--- config.mk ---
export PLATFORM = sky130hd
export DESIGN_NAME = pulse_start_serial_byte_receiver_top
export DESIGN_NICKNAME = d
export VERILOG_FILES = /design/src/psbr_pkg.sv /design/src/psbr_cfg.sv /design/src/psbr_in_stage.sv /design/src/psbr_core.sv /design/src/pulse_start_serial_byte_receiver_top.sv
export SDC_FILE = /design/constraint.sdc
export NUM_CORES = 1
export LEC_CHECK = 0
export BUFFER_PORTS_ARGS = -buffer_cell sky130_fd_sc_hd__buf_2
export CAP_MARGIN = 20
export CORE_MARGIN = 10
export CORE_UTILIZATION = 54
export CTS_CLUSTER_SIZE = 8
export DETAILED_ROUTE_END_ITERATION = 8
export PLACE_DENSITY = 0.85
export SYNTH_ARGS = -nofsm -noshare
export SYNTH_HDL_FRONTEND = slang
export SYNTH_HIERARCHICAL = 1
export SYNTH_SLANG_ARGS = --single-unit
--- constraint.sdc ---
create_clock -name i_clk -period 3.8 [get_ports i_clk]
set_input_delay 0.38 -clock i_clk [delete_from_list [all_inputs] [get_ports i_clk]]
set_output_delay 0.38 -clock i_clk [all_outputs]
set_load 0.01 [all_outputs]
--- src/psbr_pkg.sv ---
// shared types and constants of the pulse-start serial byte receiver
// no dependencies
`default_nettype none

package psbr_pkg;

    // fixed field widths
    localparam int DATA_BITS    = 8;
    localparam int COUNTER_BITS = 16;
    localparam int CFG_W        = 16;
    localparam int BYTE_W       = 8;
    localparam int TICK_W       = 8;
    localparam int BIT_IDX_W    = 3;
    localparam int CFG_IDX_W    = 2;
    localparam int IN_TDATA_W   = 8;

    localparam logic [BIT_IDX_W-1:0] LAST_BIT_IDX = BIT_IDX_W'(DATA_BITS - 1);

    // register reset values
    localparam logic [CFG_W-1:0]  RST_MIN_PULSE    = CFG_W'(60);
    localparam logic [CFG_W-1:0]  RST_MAX_PULSE    = CFG_W'(70);
    localparam logic [TICK_W-1:0] RST_FIRST_SAMPLE = TICK_W'(15);
    localparam logic [TICK_W-1:0] RST_BIT_PERIOD   = TICK_W'(45);

    // register indexes
    typedef enum logic [CFG_IDX_W-1:0] {
        REG_MIN_PULSE    = 2'd0,
        REG_MAX_PULSE    = 2'd1,
        REG_FIRST_SAMPLE = 2'd2,
        REG_BIT_PERIOD   = 2'd3
    } t_cfg_reg;

    // configuration seen by the datapath
    typedef struct packed {
        logic [CFG_W-1:0]  min_pulse;
        logic [CFG_W-1:0]  max_pulse;
        logic [TICK_W-1:0] first_sample;
        logic [TICK_W-1:0] bit_period;
    } t_cfg;

    // registered line sample handed to the core
    typedef struct packed {
        logic valid;
        logic level;
    } t_sample;

endpackage

`default_nettype wire

--- src/psbr_cfg.sv ---
// configuration registers of the pulse-start serial byte receiver
// depends on psbr_pkg
`default_nettype none

module psbr_cfg (
    input  wire logic                           i_clk,
    input  wire logic                           i_rst_n,
    input  wire logic                           i_wr_en,
    input  wire logic [psbr_pkg::CFG_IDX_W-1:0] i_index,
    input  wire logic [psbr_pkg::CFG_W-1:0]     i_data,
    output psbr_pkg::t_cfg                      o_cfg
);

    psbr_pkg::t_cfg r_cfg;
    psbr_pkg::t_cfg n_cfg;

    // register write decode
    always_comb begin
        n_cfg = r_cfg;
        if (i_wr_en) begin
            unique case (psbr_pkg::t_cfg_reg'(i_index))
                psbr_pkg::REG_MIN_PULSE:    n_cfg.min_pulse    = i_data;
                psbr_pkg::REG_MAX_PULSE:    n_cfg.max_pulse    = i_data;
                psbr_pkg::REG_FIRST_SAMPLE: n_cfg.first_sample =
                    i_data[psbr_pkg::TICK_W-1:0];
                psbr_pkg::REG_BIT_PERIOD:   n_cfg.bit_period   =
                    i_data[psbr_pkg::TICK_W-1:0];
                default:                    n_cfg = r_cfg;
            endcase
        end
    end

    always_ff @(posedge i_clk) begin
        if (!i_rst_n) begin
            r_cfg.min_pulse    <= psbr_pkg::RST_MIN_PULSE;
            r_cfg.max_pulse    <= psbr_pkg::RST_MAX_PULSE;
            r_cfg.first_sample <= psbr_pkg::RST_FIRST_SAMPLE;
            r_cfg.bit_period   <= psbr_pkg::RST_BIT_PERIOD;
        end else begin
            r_cfg <= n_cfg;
        end
    end

    assign o_cfg = r_cfg;

endmodule

`default_nettype wire

--- src/psbr_in_stage.sv ---
// input register stage: holds one line sample for the core
// depends on psbr_pkg
`default_nettype none

module psbr_in_stage (
    input  wire logic  i_clk,
    input  wire logic  i_rst_n,
    input  wire logic  i_valid,
    input  wire logic  i_level,
    input  wire logic  i_advance,
    output logic       o_ready,
    output psbr_pkg::t_sample o_sample
);

    logic r_valid;
    logic r_level;

    // room when empty or when the held sample moves on this cycle
    assign o_ready = !r_valid || i_advance;

    always_ff @(posedge i_clk) begin
        if (!i_rst_n) begin
            r_valid <= 1'b0;
        end else if (o_ready) begin
            r_valid <= i_valid;
        end
    end

    // sample payload
    always_ff @(posedge i_clk) begin
        if (o_ready && i_valid) begin
            r_level <= i_level;
        end
    end

    assign o_sample.valid = r_valid;
    assign o_sample.level = r_level;

endmodule

`default_nettype wire

--- src/psbr_core.sv ---
// receiver state update and result register
// depends on psbr_pkg
`default_nettype none

module psbr_core (
    input  wire logic  i_clk,
    input  wire logic  i_rst_n,
    input  wire psbr_pkg::t_sample i_sample,
    input  wire psbr_pkg::t_cfg    i_cfg,
    input  wire logic  i_out_ready,
    output logic       o_advance,
    output logic       o_valid,
    output logic [psbr_pkg::BYTE_W-1:0] o_byte
);

    logic                                r_last_level;
    logic [psbr_pkg::COUNTER_BITS-1:0]   r_counter;
    logic                                r_receiving;
    logic [psbr_pkg::TICK_W-1:0]         r_countdown;
    logic [psbr_pkg::BIT_IDX_W-1:0]      r_bit_idx;
    logic [psbr_pkg::BYTE_W-1:0]         r_shift;
    logic                                r_out_valid;
    logic [psbr_pkg::BYTE_W-1:0]         r_out_byte;

    logic                                n_last_level;
    logic [psbr_pkg::COUNTER_BITS-1:0]   n_counter;
    logic                                n_receiving;
    logic [psbr_pkg::TICK_W-1:0]         n_countdown;
    logic [psbr_pkg::BIT_IDX_W-1:0]      n_bit_idx;
    logic [psbr_pkg::BYTE_W-1:0]         n_shift;
    logic                                n_emit;

    logic [psbr_pkg::COUNTER_BITS-1:0]   w_count_inc;
    logic [psbr_pkg::CFG_W-1:0]          w_count_cmp;
    logic                                w_in_window;
    logic                                w_level;

    // a sample moves on when the result register is free or being drained
    assign o_advance = i_sample.valid && (!r_out_valid || i_out_ready);

    assign w_level     = i_sample.level;
    assign w_count_inc = psbr_pkg::COUNTER_BITS'(r_counter + 1'b1);
    assign w_count_cmp = psbr_pkg::CFG_W'(w_count_inc);
    assign w_in_window = (w_count_cmp >= i_cfg.min_pulse) &&
                         (w_count_cmp <= i_cfg.max_pulse);

    // next state for one line sample
    always_comb begin
        n_last_level = r_last_level;
        n_counter    = r_counter;
        n_receiving  = r_receiving;
        n_countdown  = r_countdown;
        n_bit_idx    = r_bit_idx;
        n_shift      = r_shift;
        n_emit       = 1'b0;
        if (o_advance) begin
            if (r_receiving) begin
                // sampling data bits, line edges ignored
                n_counter = w_count_inc;
                if (r_countdown <= psbr_pkg::TICK_W'(1)) begin
                    n_shift = r_shift |
                              (psbr_pkg::BYTE_W'(w_level) << r_bit_idx);
                    if (r_bit_idx >= psbr_pkg::LAST_BIT_IDX) begin
                        n_emit       = 1'b1;
                        n_receiving  = 1'b0;
                        n_last_level = 1'b1;
                        n_countdown  = '0;
                        n_bit_idx    = '0;
                    end else begin
                        n_bit_idx   = psbr_pkg::BIT_IDX_W'(r_bit_idx + 1'b1);
                        n_countdown = i_cfg.bit_period;
                    end
                end else begin
                    n_countdown = psbr_pkg::TICK_W'(r_countdown - 1'b1);
                end
            end else begin
                // idle: measure the low pulse, qualify on the rising edge
                if (r_last_level && !w_level) begin
                    n_counter = '0;
                end else begin
                    n_counter = w_count_inc;
                    if (!r_last_level && w_level && w_in_window) begin
                        n_receiving = 1'b1;
                        n_countdown = i_cfg.first_sample;
                        n_bit_idx   = '0;
                        n_shift     = '0;
                    end
                end
                n_last_level = w_level;
            end
        end
    end

    always_ff @(posedge i_clk) begin
        if (!i_rst_n) begin
            r_last_level <= 1'b0;
            r_counter    <= '0;
            r_receiving  <= 1'b0;
            r_countdown  <= '0;
            r_bit_idx    <= '0;
            r_shift      <= '0;
            r_out_valid  <= 1'b0;
        end else begin
            r_last_level <= n_last_level;
            r_counter    <= n_counter;
            r_receiving  <= n_receiving;
            r_countdown  <= n_countdown;
            r_bit_idx    <= n_bit_idx;
            r_shift      <= n_shift;
            if (o_advance) begin
                r_out_valid <= n_emit;
            end else if (i_out_ready) begin
                r_out_valid <= 1'b0;
            end
        end
    end

    // result payload
    always_ff @(posedge i_clk) begin
        if (o_advance && n_emit) begin
            r_out_byte <= n_shift;
        end
    end

    assign o_valid = r_out_valid;
    assign o_byte  = r_out_byte;

endmodule

`default_nettype wire

--- src/pulse_start_serial_byte_receiver_top.sv ---
// Pulse-start serial byte receiver. Takes one line sample per clock on the
// slave stream, one request per tick, while tready is high; a new sample is
// accepted every cycle unless stalled, and each sample passes through an
// input register and a single state update into the result register, from
// which a received byte is presented on the master side.
// Input requests stall only while a finished byte waits in the result
// register and the master side holds tready low.
// Configuration writes are registered and must be made while idle.
// top level: wires the config registers, input stage and receiver core
// depends on psbr_pkg, psbr_cfg, psbr_in_stage, psbr_core
`default_nettype none

module pulse_start_serial_byte_receiver_top (
    input  wire logic                           i_clk,
    input  wire logic                           i_rst_n,
    // slave stream, tdata: [0] line_level, [7:1] zero
    input  wire logic                           i_s_axis_tvalid,
    output logic                                o_s_axis_tready,
    input  wire logic [psbr_pkg::IN_TDATA_W-1:0] i_s_axis_tdata,
    // master stream, tdata: [7:0] received_byte
    output logic                                o_m_axis_tvalid,
    input  wire logic                           i_m_axis_tready,
    output logic [psbr_pkg::BYTE_W-1:0]         o_m_axis_tdata,
    // configuration write channel
    input  wire logic                           i_cfg_valid,
    output logic                                o_cfg_ready,
    input  wire logic [psbr_pkg::CFG_IDX_W-1:0] i_cfg_index,
    input  wire logic [psbr_pkg::CFG_W-1:0]     i_cfg_data
);

    psbr_pkg::t_cfg    w_cfg;
    psbr_pkg::t_sample w_sample;
    logic              w_advance;

    assign o_cfg_ready = 1'b1;

    // configuration registers
    psbr_cfg u_cfg (
        .i_clk   (i_clk),
        .i_rst_n (i_rst_n),
        .i_wr_en (i_cfg_valid),
        .i_index (i_cfg_index),
        .i_data  (i_cfg_data),
        .o_cfg   (w_cfg)
    );

    // input register
    psbr_in_stage u_in_stage (
        .i_clk     (i_clk),
        .i_rst_n   (i_rst_n),
        .i_valid   (i_s_axis_tvalid),
        .i_level   (i_s_axis_tdata[0]),
        .i_advance (w_advance),
        .o_ready   (o_s_axis_tready),
        .o_sample  (w_sample)
    );

    // state update and result register
    psbr_core u_core (
        .i_clk       (i_clk),
        .i_rst_n     (i_rst_n),
        .i_sample    (w_sample),
        .i_cfg       (w_cfg),
        .i_out_ready (i_m_axis_tready),
        .o_advance   (w_advance),
        .o_valid     (o_m_axis_tvalid),
        .o_byte      (o_m_axis_tdata)
    );

endmodule

`default_nettype wire

==> results.toml <==
[sta]
maxSlewHeadroom_pct = 32.80
hold_viol = 0
drv_slew = 0
setup_viol_count_final = 0
clock_skew_ns = 0.009542
layout_min_cycle_time_ns = 3.706
period_share_pct = 97.53
worst_pin_slew_ns = 1.008
finalSetupTns_ns = 0
max_freq_mhz = 269.8

[clock_network]
clk_pin_slew_ns = 0.10
htree_levels = 3
cts_hold_repair.buffers = 0
cts_sinks = 96
cts_inserted_buffers = 9
cts_tree = "yes"
insertion_delay_ns = 0.37
clock_path_buffers = 2
cts_root_buf = "clkbuf_8"

[placed_design]
placed_cells = 733
globalplace.congestion = 0.8649
post_dp_cell_area_um2 = 5500
dp_hpwl_um = 8256
io_buffers = 33

[flow_run]
cap_viol_max_count = 0

[setup_path]
required_ns = 4.07
crit_type = "reg -> reg"
rr_startpoint = "u_core/r_counter[1]$_SDFFE_PN0P_"
crit_path_end_kind = "flop"
critPathMaxFanout = 5
timing.rr.end = "u_core/r_bit_idx[1]$_SDFFE_PN0P_"
startpoint_type = "flop"
arrival_ns = 3.97
reg2regPathDepth = 15
reg2reg_slack_ns = 0.09

[finish]
stdcell_area_um2 = 5976
instances_no_fill = 761
syn_to_final_growth_pct = 14.70
nets = 695
diodes = 0
drive_above_1_share_pct = 19.78

[floorplanning]
start_util_pct = 55.86
core_um2 = 9328
pin_count = 42
dieArea_um2 = 13980
die_h_um = 118.2
die_x_um = 118.2
rows = 35

[detailed_routing]
first_pass_iters = 6
dr.first_iter.drc_count = 292
routed_wl_um = 11890
vias_per_cell = 5.618
ant_nets = 0
wl_per_cell_um = 15.63
drc = 0
route.met2.wl_um = 6022
met3_length_um = 500
top_layer = "met4"
wl_met1_um = 5070
vias = 4275

[logic_synthesis]
yosys-top-cells-count = "dfxtp_1 (87), nand2_1 (71), nor2_1 (52), mux2i_1 (51), inv_1 (41)"
synth_nets = 652
async_flop_share_pct = 0
yosysMostFrequentCell = "dfxtp_1"
ys_seq_area_share_pct = 38.62
synth-seq-cells = 96
synth_top_area_share_pct = 33.43
synth_edf_count = 9
syn_avg_cell_area_um2 = 8.921
ys_warn_count = 6
synth_area_leaders = "dfxtp_1 (33%), mux2i_1 (9.8%), ha_1 (8.9%)"
syn_inst = 584
yosysUniqueCellTypes = 59
synth_ff_type = "dfxtp_1"
netlist_area_um2 = 5210
yosysTopAreaCell = "dfxtp_1"

[power_and_ir_drop]
worst_ir_drop_vdd_mv = 0.1771
cellLeakagePower_nw = 2.590
power.density_nw_per_um2 = 324.3

[hold_path]
hp-start = "i_s_axis_tdata[0]"
min_path_cells = 1
hold_class = "in -> reg"
min_to = "u_in_stage/r_level$_DFFE_PP_"

[global_route]
grt-ovfl-total = 0
grt_pass1_vias = 4271
grt_max_degree = 75
grt_antenna_before_repair = 0
grt_use_total_pct = 16.32
grt_pass1_wl_um = 19690

[outcome]
outcome = "complete, no violations"
[final cells by class]
class,instances,area [um2]
Clock inverter,7,91.34
Timing Repair Buffer,62,436.7
Tap cell,129,161.4
Inverter,42,157.7
Fill cell,761,3352
Multi-Input combinational cell,416,2984
Clock buffer,9,123.9
Sequential cell,96,2021
[state kept, by name (all words and copies together), names as in the netlist]
signal               flops
u_cfg/o_cfg             48
u_core/r_counter        16
u_core/o_byte            8
u_core/r_countdown       8
u_core/r_shift           8
u_core/r_bit_idx         3
u_core/o_valid           1
u_core/r_last_level      1
u_core/r_receiving       1
u_in_stage/r_level       1
u_in_stage/r_valid       1
[cells in the final DEF, fill, tap and decap left out, types with 9 or more instances in the layout]
cell / instances
a21oi_1: 31
a22oi_1: 12
buf_2: 33
buf_4: 23
clkbuf_8: 9
dfxtp_1: 84
edfxtp_1: 9
ha_1: 36
inv_1: 40
mux2i_1: 51
nand2_1: 71
nand3_1: 9
nor2_1: 52
nor2_2: 12
nor2b_1: 19
o21ai_0: 16
[through the flow]
stage	power (mW)	hold WS, ns	util (%)	worst slack [ns]
final	1.938	0.1803	64.06	0.09393
after global routing	2.013	0.1596	64.06	-0.07200
after CTS	1.937	0.1593	61.62	0.008162
after detailed placement	1.236	0.4477	58.97	-0.1590
after global placement	1.226	0.4451	58.97	-0.05882
after floorplan	1.192	0.4346	-	0.03862
[where the power goes]
group,internal [mW],leakage [nW],switching (mW)
clock,0.319,0.105,0.395
combinational,0.0685,1.71,0.101
sequential,1.04,0.772,0.0144
total,1.43,2.59,0.510
[logic make-up (layout without fill, tap and decap cells)]
logic type | after synthesis | count (layout) | synth area share [%]
adders and majority gates | 37 | 37 | 8.886
xor gates and xnor gates | 19 | 19 | 3.194
AOI/OAI and AO/OA | 97 | 97 | 12.70
buffers and inverters | 72 | 120 | 6.652
muxes | 51 | 51 | 9.798
and+or+nand+nor | 211 | 211 | 20.08
other | 1 | 1 | 0.07198
DFF | 96 | 96 | 38.62
[routing by layer]
| metal | vias to the layer above | track usage [%] |
|---|---|---|
| met4 | 0 | 6.878 |
| li1 | 2095 | - |
| met3 | 32 | 2.713 |
| met1 | 2024 | 18.86 |
| met5 | - | 0 |
| met2 | 124 | 29.00 |
[how the worst max path moves through the flow]
stage	slack (ns)	depth (start not counted)	end	startpoint
2_1_floorplan	0.04	17	u_core/r_shift[0]$_SDFF_PN0_	u_core/r_counter[0]$_SDFFE_PN0P_
3_3_place_gp	-0.06	16	u_core/r_shift[6]$_SDFF_PN0_	u_core/r_counter[0]$_SDFFE_PN0P_
3_5_place_dp	-0.16	16	u_core/r_shift[0]$_SDFF_PN0_	u_core/r_counter[1]$_SDFFE_PN0P_
4_1_cts	0.008	16	u_core/r_shift[7]$_SDFF_PN0_	u_core/r_counter[0]$_SDFFE_PN0P_
5_1_grt	-0.07	15	u_core/r_bit_idx[1]$_SDFFE_PN0P_	u_core/r_counter[1]$_SDFFE_PN0P_
6_report	0.09	15	u_core/r_bit_idx[1]$_SDFFE_PN0P_	u_core/r_counter[1]$_SDFFE_PN0P_
[critical path, stage by stage, from the launching register on]
cell,delay (ns)
dfxtp_4,0.38
ha_4,0.14
and3_4,0.19
and3_4,0.18
and3_4,0.25
nand3_4,0.09
xnor2_2,0.16
ha_1,0.28
nand4_1,0.13
or4_4,0.58
o211ai_1,0.30
buf_4,0.19
a32oi_4,0.17
buf_6,0.17
and4_1,0.21
a22o_1,0.19
[what timing repair did]
action | CTS | global route
setup endpoints to repair | 25 | 27
cloned | 0 | 1
buffers inserted | 3 | 9
pin swaps | 1 | 17
resized for setup | 5 | 27
No activity file was read; power rests on OpenSTA's default activity.
